`config.mk`:
```
export PLATFORM = sky130hd
export DESIGN_NAME = audio_onset_pulse_detector_unit_flat
export DESIGN_NICKNAME = d
export VERILOG_FILES = /design/src/rtl/aopd_pkg.sv /design/src/rtl/aopd_req_if.sv /design/src/rtl/aopd_rsp_if.sv /design/src/rtl/audio_onset_pulse_detector_unit.sv /design/src/flat_wrapper.sv
export SDC_FILE = /design/constraint.sdc
export NUM_CORES = 2
export LEC_CHECK = 0
export BUFFER_PORTS_ARGS = -buffer_cell sky130_fd_sc_hd__buf_2
export CORE_MARGIN = 4
export CORE_UTILIZATION = 52
export CTS_CLUSTER_DIAMETER = 100
export DETAILED_ROUTE_END_ITERATION = 12
export PLACE_DENSITY = 0.67
export SKIP_CTS_REPAIR_TIMING = 1
export SLEW_MARGIN = 20
export SYNTH_ARGS = -nofsm -noshare
export SYNTH_HDL_FRONTEND = slang
export SYNTH_SLANG_ARGS = --single-unit
```
`constraint.sdc`:
```
create_clock -name clock -period 10.9 [get_ports clock]
set_input_delay 1.09 -clock clock [delete_from_list [all_inputs] [get_ports clock]]
set_output_delay 1.09 -clock clock [all_outputs]
set_load 0.05 [all_outputs]
```
`src/rtl/aopd_pkg.sv`:
```
`default_nettype none

package aopd_pkg;

   localparam int SAMPLE_W = 16;
   localparam int MODE_W   = 2;
   localparam int PULSE_W  = 16;
   localparam int POWER_W  = 31;
   localparam int SUM_W    = 43;
   localparam int TALLY_W  = 13;
   localparam int PROD_W   = 47;
   localparam int CNT_W    = 6;

   localparam int MAX_FRAMES = 4096;
   localparam int MUL_STEPS  = 16;
   localparam int DIV_STEPS  = SUM_W;

   localparam logic [POWER_W-1:0] POWER_FULL = POWER_W'(1) << 30;
   localparam int CHANGE_ROUND   = 5;
   localparam int CHANGE_DIVISOR = 10;
   localparam int ONSET_SHIFT    = 8;

   localparam int CSR_INDEX_W = 3;
   localparam int CSR_DATA_W  = 16;

   localparam logic                  STEREO_RESET = 1'b1;
   localparam logic [CSR_DATA_W-1:0] GAIN_RESET   = 16'd512;
   localparam logic [CSR_DATA_W-1:0] PEAK_RESET   = 16'd4096;
   localparam logic [CSR_DATA_W-1:0] FLOOR_RESET  = 16'd0;
   localparam logic [CSR_DATA_W-1:0] DECAY_RESET  = 16'd58982;

   typedef enum logic [CSR_INDEX_W-1:0] {
      CSR_STEREO_INPUT   = 3'd0,
      CSR_THRESHOLD_GAIN = 3'd1,
      CSR_PULSE_PEAK     = 3'd2,
      CSR_PULSE_FLOOR    = 3'd3,
      CSR_DECAY_FACTOR   = 3'd4
   } csr_index_type;

   typedef enum logic [MODE_W-1:0] {
      MODE_SAMPLE = 2'd0,
      MODE_END    = 2'd1,
      MODE_SILENT = 2'd2,
      MODE_UNUSED = 2'd3
   } mode_type;

   typedef enum logic [11:0] {
      S_IDLE     = 12'b0000_0000_0001,
      S_SQUARE   = 12'b0000_0000_0010,
      S_ACCUM    = 12'b0000_0000_0100,
      S_ENDBUF   = 12'b0000_0000_1000,
      S_DIVMEAN  = 12'b0000_0001_0000,
      S_MEAN     = 12'b0000_0010_0000,
      S_DIFF     = 12'b0000_0100_0000,
      S_DELTA    = 12'b0000_1000_0000,
      S_DIVSTEP  = 12'b0001_0000_0000,
      S_TRACK    = 12'b0010_0000_0000,
      S_MULGAIN  = 12'b0100_0000_0000,
      S_ONSET    = 12'b1000_0000_0000
   } state_type;

endpackage

`default_nettype wire

```
`src/rtl/aopd_req_if.sv`:
```
`default_nettype none

interface aopd_req_if;
   logic                                valid;
   logic                                ready;
   logic [aopd_pkg::MODE_W-1:0]         mode;
   logic signed [aopd_pkg::SAMPLE_W-1:0] left_sample;
   logic signed [aopd_pkg::SAMPLE_W-1:0] right_sample;

   modport source (output valid, output mode, output left_sample, output right_sample,
                   input ready);
   modport sink (input valid, input mode, input left_sample, input right_sample,
                 output ready);
endinterface

`default_nettype wire

```
`src/rtl/aopd_rsp_if.sv`:
```
`default_nettype none

interface aopd_rsp_if;
   logic                         valid;
   logic                         ready;
   logic [aopd_pkg::PULSE_W-1:0] amplitude;
   logic [aopd_pkg::POWER_W-1:0] mean_power;

   modport source (output valid, output amplitude, output mean_power, input ready);
   modport sink (input valid, input amplitude, input mean_power, output ready);
endinterface

`default_nettype wire

```
`src/rtl/audio_onset_pulse_detector_unit.sv`:
```
// Onset pulse detector for a PCM audio stream.
// Frames arrive as transactions on req_if (mode, left_sample, right_sample). A mode 0
// frame is squared and added to the buffer sum; a mode 1 frame is added and then ends
// the buffer; a mode 2 tick runs the pulse update with zero power; mode 3 is dropped.
// Mode 1 and mode 2 each give one transaction on rsp_if carrying the decayed pulse
// amplitude and the buffer mean power.
// Work per transaction: the block takes one transaction at a time. A sample frame runs
// through the bit-serial squarer. A buffer end runs the squarer, two restoring
// divisions (sum by frame count, then the tracked change step by ten) and two shift-add
// multiplications. A silent tick runs only the step division and the multiplications.
// A sample that finds the buffer full, and mode 3, are dropped.
// Results go into an output register. While a stalled rsp_if receiver holds it, the
// next finished result waits in a pending stage and no new frame is taken until it moves.
// Reset is synchronous and active high. It clears the sum, the frame count, the power history
// and the pulse, and loads the default register values. The user must write registers through
// csr_write_enable, csr_index and csr_write_data only while the block is idle (unchecked).
`default_nettype none

module audio_onset_pulse_detector_unit (
   input  wire logic                            clock,
   input  wire logic                            reset,
   aopd_req_if.sink                             req_if,
   aopd_rsp_if.source                           rsp_if,
   input  wire logic                            csr_write_enable,
   input  wire logic [aopd_pkg::CSR_INDEX_W-1:0] csr_index,
   input  wire logic [aopd_pkg::CSR_DATA_W-1:0]  csr_write_data
);
   import aopd_pkg::*;

   state_type state_ff, state_in;
   logic [CNT_W-1:0]      cnt_ff, cnt_in;
   logic                  end_ff, end_in;
   logic                  up_ff, up_in;
   logic [SUM_W-1:0]      sum_ff, sum_in;
   logic [TALLY_W-1:0]    tally_ff, tally_in;
   logic [POWER_W-1:0]    prev_ff, prev_in;
   logic [POWER_W-1:0]    tc_ff, tc_in;
   logic [PULSE_W-1:0]    pulse_ff, pulse_in;
   logic [POWER_W-1:0]    p_ff, p_in;
   logic [POWER_W-1:0]    d_ff, d_in;
   logic [PROD_W-1:0]     mcand_ff, mcand_in;
   logic [MUL_STEPS-1:0]  mplier_ff, mplier_in;
   logic [PROD_W-1:0]     prod_ff, prod_in;
   logic [SUM_W-1:0]      dvd_ff, dvd_in;
   logic [TALLY_W-1:0]    rem_ff, rem_in;
   logic [TALLY_W-1:0]    dvsr_ff, dvsr_in;
   logic                  stereo_ff, stereo_in;
   logic [CSR_DATA_W-1:0] gain_ff, gain_in;
   logic [CSR_DATA_W-1:0] peak_ff, peak_in;
   logic [CSR_DATA_W-1:0] floor_ff, floor_in;
   logic [CSR_DATA_W-1:0] decay_ff, decay_in;
   logic                  rsp_valid_ff, rsp_valid_in;
   logic [PULSE_W-1:0]    rsp_amp_ff, rsp_amp_in;
   logic [POWER_W-1:0]    rsp_pow_ff, rsp_pow_in;

   logic                  out_pending_ff, out_pending_in;

   // Marks that the shared multiplier runs the decay product of an update.
   logic                  decay_run_ff, decay_run_in;

   // Downmix: in stereo the sum of two samples halved, rounded toward zero; else the left one.
   logic signed [SAMPLE_W:0]   lr_sum;
   logic signed [SAMPLE_W:0]   lr_adj;
   logic signed [SAMPLE_W-1:0] mono;
   logic [SAMPLE_W-1:0]        mono_abs;

   logic [PROD_W-1:0]     mul_sum;
   logic [TALLY_W:0]      div_trial;
   logic [TALLY_W:0]      div_diff;
   logic                  div_ge;
   logic [SUM_W:0]        sum_wide;
   logic [POWER_W-1:0]    change_mag;
   logic [POWER_W:0]      change_round;
   logic [POWER_W-1:0]    change_step;
   logic [POWER_W-1:0]    tc_next;
   logic [POWER_W-1:0]    rise;
   logic                  onset;
   logic [PULSE_W-1:0]    pulse_sel;
   logic [PULSE_W-1:0]    decayed;
   logic [PULSE_W-1:0]    capped;

   assign lr_sum   = {req_if.left_sample[SAMPLE_W-1], req_if.left_sample}
                   + {req_if.right_sample[SAMPLE_W-1], req_if.right_sample};
   assign lr_adj   = lr_sum + (SAMPLE_W + 1)'(lr_sum[SAMPLE_W]);
   assign mono     = stereo_ff ? lr_adj[SAMPLE_W:1] : req_if.left_sample;
   assign mono_abs = mono[SAMPLE_W-1] ? SAMPLE_W'(-mono) : SAMPLE_W'(mono);

   assign mul_sum  = prod_ff + (mplier_ff[0] ? mcand_ff : '0);

   assign div_trial = {rem_ff, dvd_ff[SUM_W-1]};
   assign div_ge    = div_trial >= {1'b0, dvsr_ff};
   assign div_diff  = div_trial - {1'b0, dvsr_ff};

   assign sum_wide  = {1'b0, sum_ff} + (SUM_W + 1)'(prod_ff[POWER_W-1:0]);

   assign change_mag   = (d_ff >= tc_ff) ? d_ff - tc_ff : tc_ff - d_ff;
   assign change_round = {1'b0, change_mag} + (POWER_W + 1)'(CHANGE_ROUND);
   assign change_step  = dvd_ff[POWER_W-1:0];
   assign tc_next      = up_ff ? tc_ff + change_step : tc_ff - change_step;

   assign rise      = p_ff - prev_ff;
   assign onset     = (p_ff > prev_ff)
                    && (PROD_W'({rise, ONSET_SHIFT'(0)}) > prod_ff);
   assign pulse_sel = onset ? peak_ff : pulse_ff;
   // The last partial product is still being added when the decay finishes.
   assign decayed   = mul_sum[2*PULSE_W-1:PULSE_W];
   assign capped    = (decayed > peak_ff) ? peak_ff : decayed;

   assign req_if.ready      = (state_ff == S_IDLE) && !out_pending_ff;
   assign rsp_if.valid      = rsp_valid_ff;
   assign rsp_if.amplitude  = rsp_amp_ff;
   assign rsp_if.mean_power = rsp_pow_ff;

   always_comb begin
      state_in       = state_ff;
      cnt_in         = cnt_ff;
      end_in         = end_ff;
      up_in          = up_ff;
      sum_in         = sum_ff;
      tally_in       = tally_ff;
      prev_in        = prev_ff;
      tc_in          = tc_ff;
      pulse_in       = pulse_ff;
      p_in           = p_ff;
      d_in           = d_ff;
      mcand_in       = mcand_ff << 1;
      mplier_in      = mplier_ff >> 1;
      prod_in        = mul_sum;
      dvd_in         = {dvd_ff[SUM_W-2:0], div_ge};
      rem_in         = div_ge ? div_diff[TALLY_W-1:0] : div_trial[TALLY_W-1:0];
      dvsr_in        = dvsr_ff;
      stereo_in      = stereo_ff;
      gain_in        = gain_ff;
      peak_in        = peak_ff;
      floor_in       = floor_ff;
      decay_in       = decay_ff;
      rsp_valid_in   = rsp_valid_ff && !rsp_if.ready;
      rsp_amp_in     = rsp_amp_ff;
      rsp_pow_in     = rsp_pow_ff;
      out_pending_in = out_pending_ff;

      if (csr_write_enable) begin
         case (csr_index_type'(csr_index))
            CSR_STEREO_INPUT:   stereo_in = csr_write_data[0];
            CSR_THRESHOLD_GAIN: gain_in   = csr_write_data;
            CSR_PULSE_PEAK:     peak_in   = csr_write_data;
            CSR_PULSE_FLOOR:    floor_in  = csr_write_data;
            CSR_DECAY_FACTOR:   decay_in  = csr_write_data;
            default: ;
         endcase
      end

      // A finished result moves to the output register once it is free.
      if (out_pending_ff && (!rsp_valid_ff || rsp_if.ready)) begin
         rsp_valid_in   = 1'b1;
         rsp_amp_in     = pulse_ff;
         rsp_pow_in     = prev_ff;
         out_pending_in = 1'b0;
      end

      case (state_ff)
         S_IDLE: begin
            if (req_if.valid && !out_pending_ff) begin
               case (mode_type'(req_if.mode))
                  MODE_SAMPLE, MODE_END: begin
                     end_in = (mode_type'(req_if.mode) == MODE_END);
                     if (tally_ff < TALLY_W'(MAX_FRAMES)) begin
                        mcand_in  = PROD_W'(mono_abs);
                        mplier_in = mono_abs;
                        prod_in   = '0;
                        cnt_in    = CNT_W'(MUL_STEPS - 1);
                        state_in  = S_SQUARE;
                     end else if (mode_type'(req_if.mode) == MODE_END) begin
                        state_in = S_ENDBUF;
                     end
                  end
                  MODE_SILENT: begin
                     p_in     = '0;
                     state_in = S_DIFF;
                  end
                  default: ;
               endcase
            end
         end
         S_SQUARE: begin
            cnt_in = cnt_ff - 1'b1;
            if (cnt_ff == '0) begin
               state_in = S_ACCUM;
            end
         end
         S_ACCUM: begin
            sum_in   = sum_wide[SUM_W] ? '1 : sum_wide[SUM_W-1:0];
            tally_in = tally_ff + 1'b1;
            state_in = end_ff ? S_ENDBUF : S_IDLE;
         end
         S_ENDBUF: begin
            sum_in   = '0;
            tally_in = '0;
            if (tally_ff == '0) begin
               p_in     = '0;
               state_in = S_DIFF;
            end else begin
               dvd_in   = sum_ff;
               rem_in   = '0;
               dvsr_in  = tally_ff;
               cnt_in   = CNT_W'(DIV_STEPS - 1);
               state_in = S_DIVMEAN;
            end
         end
         S_DIVMEAN: begin
            cnt_in = cnt_ff - 1'b1;
            if (cnt_ff == '0) begin
               state_in = S_MEAN;
            end
         end
         S_MEAN: begin
            p_in     = (dvd_ff > SUM_W'(POWER_FULL)) ? POWER_FULL : dvd_ff[POWER_W-1:0];
            state_in = S_DIFF;
         end
         S_DIFF: begin
            d_in     = (p_ff >= prev_ff) ? p_ff - prev_ff : prev_ff - p_ff;
            state_in = S_DELTA;
         end
         S_DELTA: begin
            up_in    = d_ff >= tc_ff;
            dvd_in   = SUM_W'(change_round);
            rem_in   = '0;
            dvsr_in  = TALLY_W'(CHANGE_DIVISOR);
            cnt_in   = CNT_W'(DIV_STEPS - 1);
            state_in = S_DIVSTEP;
         end
         S_DIVSTEP: begin
            cnt_in = cnt_ff - 1'b1;
            if (cnt_ff == '0) begin
               state_in = S_TRACK;
            end
         end
         S_TRACK: begin
            tc_in     = tc_next;
            mcand_in  = PROD_W'(tc_next);
            mplier_in = gain_ff;
            prod_in   = '0;
            cnt_in    = CNT_W'(MUL_STEPS - 1);
            state_in  = S_MULGAIN;
         end
         S_MULGAIN: begin
            cnt_in = cnt_ff - 1'b1;
            if (cnt_ff == '0) begin
               state_in = S_ONSET;
            end
         end
         S_ONSET: begin
            // The decay multiply reuses the squarer; decay_run_ff marks it for the finish.
            mcand_in  = PROD_W'(pulse_sel);
            mplier_in = decay_ff;
            prod_in   = '0;
            cnt_in    = CNT_W'(MUL_STEPS - 1);
            end_in    = 1'b0;
            up_in     = 1'b1;
            state_in  = S_SQUARE;
         end
         default: begin
            state_in = S_IDLE;
         end
      endcase

      // The squarer state also runs the decay multiply; decay_run_ff tells the two
      // uses apart at the end of the count.
      if (state_ff == S_SQUARE && cnt_ff == '0 && decay_run_ff) begin
         pulse_in       = (capped < floor_ff) ? floor_ff : capped;
         prev_in        = p_ff;
         out_pending_in = 1'b1;
         state_in       = S_IDLE;
      end
   end

   always_comb begin
      decay_run_in = decay_run_ff;
      if (state_ff == S_ONSET) begin
         decay_run_in = 1'b1;
      end else if (state_ff == S_SQUARE && cnt_ff == '0) begin
         decay_run_in = 1'b0;
      end
   end

   always_ff @(posedge clock) begin
      if (reset) begin
         state_ff       <= S_IDLE;
         cnt_ff         <= '0;
         end_ff         <= 1'b0;
         decay_run_ff   <= 1'b0;
         sum_ff         <= '0;
         tally_ff       <= '0;
         prev_ff        <= '0;
         tc_ff          <= '0;
         pulse_ff       <= '0;
         stereo_ff      <= STEREO_RESET;
         gain_ff        <= GAIN_RESET;
         peak_ff        <= PEAK_RESET;
         floor_ff       <= FLOOR_RESET;
         decay_ff       <= DECAY_RESET;
         rsp_valid_ff   <= 1'b0;
         out_pending_ff <= 1'b0;
      end else begin
         state_ff       <= state_in;
         cnt_ff         <= cnt_in;
         end_ff         <= end_in;
         decay_run_ff   <= decay_run_in;
         sum_ff         <= sum_in;
         tally_ff       <= tally_in;
         prev_ff        <= prev_in;
         tc_ff          <= tc_in;
         pulse_ff       <= pulse_in;
         stereo_ff      <= stereo_in;
         gain_ff        <= gain_in;
         peak_ff        <= peak_in;
         floor_ff       <= floor_in;
         decay_ff       <= decay_in;
         rsp_valid_ff   <= rsp_valid_in;
         out_pending_ff <= out_pending_in;
      end
   end

   always_ff @(posedge clock) begin
      up_ff      <= up_in;
      p_ff       <= p_in;
      d_ff       <= d_in;
      mcand_ff   <= mcand_in;
      mplier_ff  <= mplier_in;
      prod_ff    <= prod_in;
      dvd_ff     <= dvd_in;
      rem_ff     <= rem_in;
      dvsr_ff    <= dvsr_in;
      rsp_amp_ff <= rsp_amp_in;
      rsp_pow_ff <= rsp_pow_in;
   end

endmodule

`default_nettype wire

```
`src/flat_wrapper.sv`:
```
// flat-port wrapper written by rule: the top's interface ports become plain ports
module audio_onset_pulse_detector_unit_flat import aopd_pkg::*;
  (clock, reset, csr_write_enable, csr_index, csr_write_data, req_if_valid, req_if_mode, req_if_left_sample, req_if_right_sample, req_if_ready, rsp_if_valid, rsp_if_amplitude, rsp_if_mean_power, rsp_if_ready);
  aopd_req_if req_if_i ();
  aopd_rsp_if rsp_if_i ();
  input  wire logic clock;
  input  wire logic reset;
  input  wire logic csr_write_enable;
  input  wire logic [aopd_pkg::CSR_INDEX_W-1:0] csr_index;
  input  wire logic [aopd_pkg::CSR_DATA_W-1:0] csr_write_data;
  input wire logic [$bits(req_if_i.valid)-1:0] req_if_valid;
  input wire logic [$bits(req_if_i.mode)-1:0] req_if_mode;
  input wire logic [$bits(req_if_i.left_sample)-1:0] req_if_left_sample;
  input wire logic [$bits(req_if_i.right_sample)-1:0] req_if_right_sample;
  output wire logic [$bits(req_if_i.ready)-1:0] req_if_ready;
  output wire logic [$bits(rsp_if_i.valid)-1:0] rsp_if_valid;
  output wire logic [$bits(rsp_if_i.amplitude)-1:0] rsp_if_amplitude;
  output wire logic [$bits(rsp_if_i.mean_power)-1:0] rsp_if_mean_power;
  input wire logic [$bits(rsp_if_i.ready)-1:0] rsp_if_ready;
  assign req_if_i.valid = req_if_valid;
  assign req_if_i.mode = req_if_mode;
  assign req_if_i.left_sample = req_if_left_sample;
  assign req_if_i.right_sample = req_if_right_sample;
  assign req_if_ready = req_if_i.ready;
  assign rsp_if_valid = rsp_if_i.valid;
  assign rsp_if_amplitude = rsp_if_i.amplitude;
  assign rsp_if_mean_power = rsp_if_i.mean_power;
  assign rsp_if_i.ready = rsp_if_ready;
  audio_onset_pulse_detector_unit u_core (.clock(clock), .reset(reset), .req_if(req_if_i), .rsp_if(rsp_if_i), .csr_write_enable(csr_write_enable), .csr_index(csr_index), .csr_write_data(csr_write_data));
endmodule
```
==> impl_metrics.toml <==
[sta]
finClkSkew_ps = 52.7
rsz0062_at_grt = "no"
tightestPinTransition_ps = 1140
worst_hold_slack_ps = 429
setup_viol = 0
post-route-min-period_ps = 8160
finalMaxSlewViolations = 0
max_freq_mhz = 123
final.period_utilization_pct = 74.8
total_count_of_hold_check_failures_in_the_final_report = 0
slew_headroom_pct = 23.1
fin_tns_setup_ps = 0

[layout]
layout.nets = 4765
utilization_of_the_core_after_routing_pct = 57.7
post_route_cells_drive_above_1_share_pct = 7.60
layout_common_cells = "sky130_fd_sc_hd__a21oi_1, sky130_fd_sc_hd__nand2_1, sky130_fd_sc_hd__dfxtp_1, sky130_fd_sc_hd__ha_1, sky130_fd_sc_hd__inv_1"
final_design_area_no_fill_um2 = 39100
fillers = 6246
syn_to_final_growth_pct = 9.12
final-seq-area_um2 = 11400
multi_input_area_um2 = 22500
final_common_cell = "sky130_fd_sc_hd__a21oi_1"

[yosys]
synth_enable_flop_cells = 123
ys_types = 106
ys_warn_count = 0
netlist.area_leader.share_pct = 21.6
syn_area_per_cell_um2 = 8.20
synth_area_in_xor_xnor_pct = 6.89
synth_ff_type = "sky130_fd_sc_hd__dfxtp_1"
post_synth_fa_ha_maj_area_fraction_pct = 12.0
synth_mux_area_share_pct = 2.00
synth_top_cell_by_area = "sky130_fd_sc_hd__dfxtp_1"
netlist_instances = 4371
synth.cell_area_um2 = 35800
yosys_register_bits = 510
netlist_top_cells_area = "sky130_fd_sc_hd__dfxtp_1, sky130_fd_sc_hd__ha_1, sky130_fd_sc_hd__edfxtp_1, sky130_fd_sc_hd__a21oi_1, sky130_fd_sc_hd__nand2_1"
synth_compound_area_share_pct = 22.1
synth_top_family_by_area = "compound AO/OA/AOI/OAI gates"
ys_seq_area_share_pct = 31.9
synthArstFlopShare_pct = 0
synthSimpleGateAreaFrac_pct = 19.7
postSynthNetCount = 4766

[floorplanning]
placeableCoreArea_um2 = 67800
dieArea_um2 = 73200
die_height_um = 271
die_x_um = 271
placement_rows = 95
num_io_pins = 107
start_util_pct = 52.9

[global_routing]
globalRouteTotalUtil_pct = 30.0
antenna_found_initial = 0
maximum_number_of_pins_on_one_net_before_global_route_repair = 82
grt_remaining_overflow = 0
grt_pass1_vias = 29900
global_route_wire_length_before_repair_mm = 175

[critical_path]
worst_path_max_delay_cell = "sky130_fd_sc_hd__dfxtp_1"
critPathCapture = "u_core.pulse_ff[12]"
crit_path_max_fanout = 34
timing.critical_path.from = "u_core.mplier_ff[0]"
startpoint_type = "flip-flop"
criticalPathCategory = "flip-flop to flip-flop"
crit-reg2reg-launch = "u_core.mplier_ff[0]"
required_ps = 11450
kind_of_end_point_of_the_critical_path = "flip-flop"
crit_top_cell = "sky130_fd_sc_hd__a21oi_1"
timing.critical_path.arrival_ps = 8710
r2r_end = "u_core.pulse_ff[12]"
number_of_cells_on_the_worst_reg_to_reg_path = 33
critical-path-max-stage-delay_ps = 980
r2r_setup_slack_ps = 2740

[route]
drcViolationCount = 0
final_antenna_net_count = 0
total_number_of_vias = 32000
vias_per_cell = 6.03
detailedRoute.firstPassIterationCount = 7
route.detailed.wl_per_inst_um = 21.6
wirelength_mm = 114
detail_route.iter0.violations = 2822

[placement]
io_buffers = 106
placement.cell_area_um2 = 37000
post-dp-hpwl_mm = 87.8
gp_congestion = 0.948

[clock_network]
clk-insertion-delay-late_ps = 670
cts_root_buf = "sky130_fd_sc_hd__clkbuf_16"
cts_tree = "done"
clk_transition_reported_paths_ps = 60
cts_sinks = 510
tritoncts.num_buffers = 58
cts_max_path_buffers = 3
htree_levels = 2

[run_status]
outcome = "complete, no violations"

[power]
p_leak_nw = 16.6
ir_worst_vdd_v = 0.000148
powerDensity_nw_per_um2 = 187

[hold_path]
worst_hold_path.num_cells = 2
timing.hold.worst.class = "flip-flop to flip-flop"

[flow_run]
max_cap_viol_count = 0
==> sequential cells by signal, summed over array words and instances (netlist names), 31 cells and up <==
signal                    cells
u_core.tc_ff                 31
u_core.prev_ff               31
u_core.d_ff                  31
u_core.dvd_ff                43
u_core.sum_ff                43
u_core.rsp_if.mean_power     31
u_core.mcand_ff              47
u_core.p_ff                  31
u_core.prod_ff               47
==> per-stage QoR <==
stage / worst slack, ps / power [W] / instances
final: 2740 / 0.00733 / 5298
after global routing: 2090 / 0.00774 / 5293
after CTS: 2830 / 0.00730 / 5293
after detailed placement: 2800 / 0.00521 / 5183
after global placement: 2930 / 0.00517 / 5183
after floorplan: 3750 / 0.00445 / 4371
==> report_power, final <==
part           switching [W]  leakage, nW  total [W]  internal [W]
Clock               0.000866         1.03    0.00209       0.00123
Sequential          0.000311         4.32    0.00250       0.00219
Combinational        0.00160         11.3    0.00273       0.00113
Total                0.00278         16.6    0.00733       0.00455
==> critical path: cells and delay by family (launching register included) <==
| family | cells | cell delay, ps |
|---|---|---|
| buffers and inverters | 1 | 300 |
| adder cells (fa/ha/maj) | 3 | 840 |
| multiplexers | 1 | 370 |
| flip-flops | 1 | 980 |
| AO/OA/AOI/OAI | 19 | 4470 |
| AND/OR/NAND/NOR | 8 | 950 |
| XOR/XNOR | 1 | 140 |
==> how the worst min path moves through the flow <==
stage	to	start	slack, ps
final	u_core.mcand_ff[20]	u_core.mcand_ff[19]	430
after global placement	u_core.mplier_ff[14]	u_core.mplier_ff[15]	420
after detailed placement	u_core.mplier_ff[8]	u_core.mplier_ff[9]	420
after global routing	u_core.mplier_ff[8]	u_core.mplier_ff[9]	460
after floorplan	u_core.mplier_ff[14]	u_core.mplier_ff[15]	400
after CTS	u_core.mcand_ff[20]	u_core.mcand_ff[19]	410
==> synth_stat cells, drive strengths merged, types with 44 or more instances <==
master  number
ha         328
dfxtp      387
nor2       285
nand3       64
and2       111
a22oi       50
nand2b      44
o21ai      226
and3        59
nand2      478
a21o       144
a21oi      478
nor2b       69
a211oi      47
xor2       116
edfxtp     123
xnor2      166
nand4       55
clkbuf     168
inv        299
nor3        71
mux2i       57
==> layout make-up <==
type / count / area share (%)
diodes: 5 / 0.0320
flip-flops and latches: 510 / 29.3
clock inverters: 34 / 1.11
clock buffers: 76 / 4.22
repair buffers: 142 / 2.06
well taps: 873 / 2.79
multi-input cells: 3357 / 57.6
inverters: 301 / 2.89
==> metal layers <==
layer / track usage [%] / up-vias / wire, um / part of all wire, %
met5: 0 / - / 0 / 0
met2: 48.2 / 1155 / 50300 / 44
met3: 3.98 / 250 / 7580 / 6.6
li1: - / 15500 / - / -
met1: 40.3 / 15000 / 49800 / 44
met4: 13.9 / 0 / 6500 / 5.7
==> cells by family after synthesis <==
kind of cell	count (synthesis)
and+or+nand+nor	1412
AOI/OAI and AO/OA	1256
DFF	510
buffers and inverters	504
adders and majority gates	337
xor gates and xnor gates	282
muxes	70
Note: power is estimated with default switching activity, not from simulation.
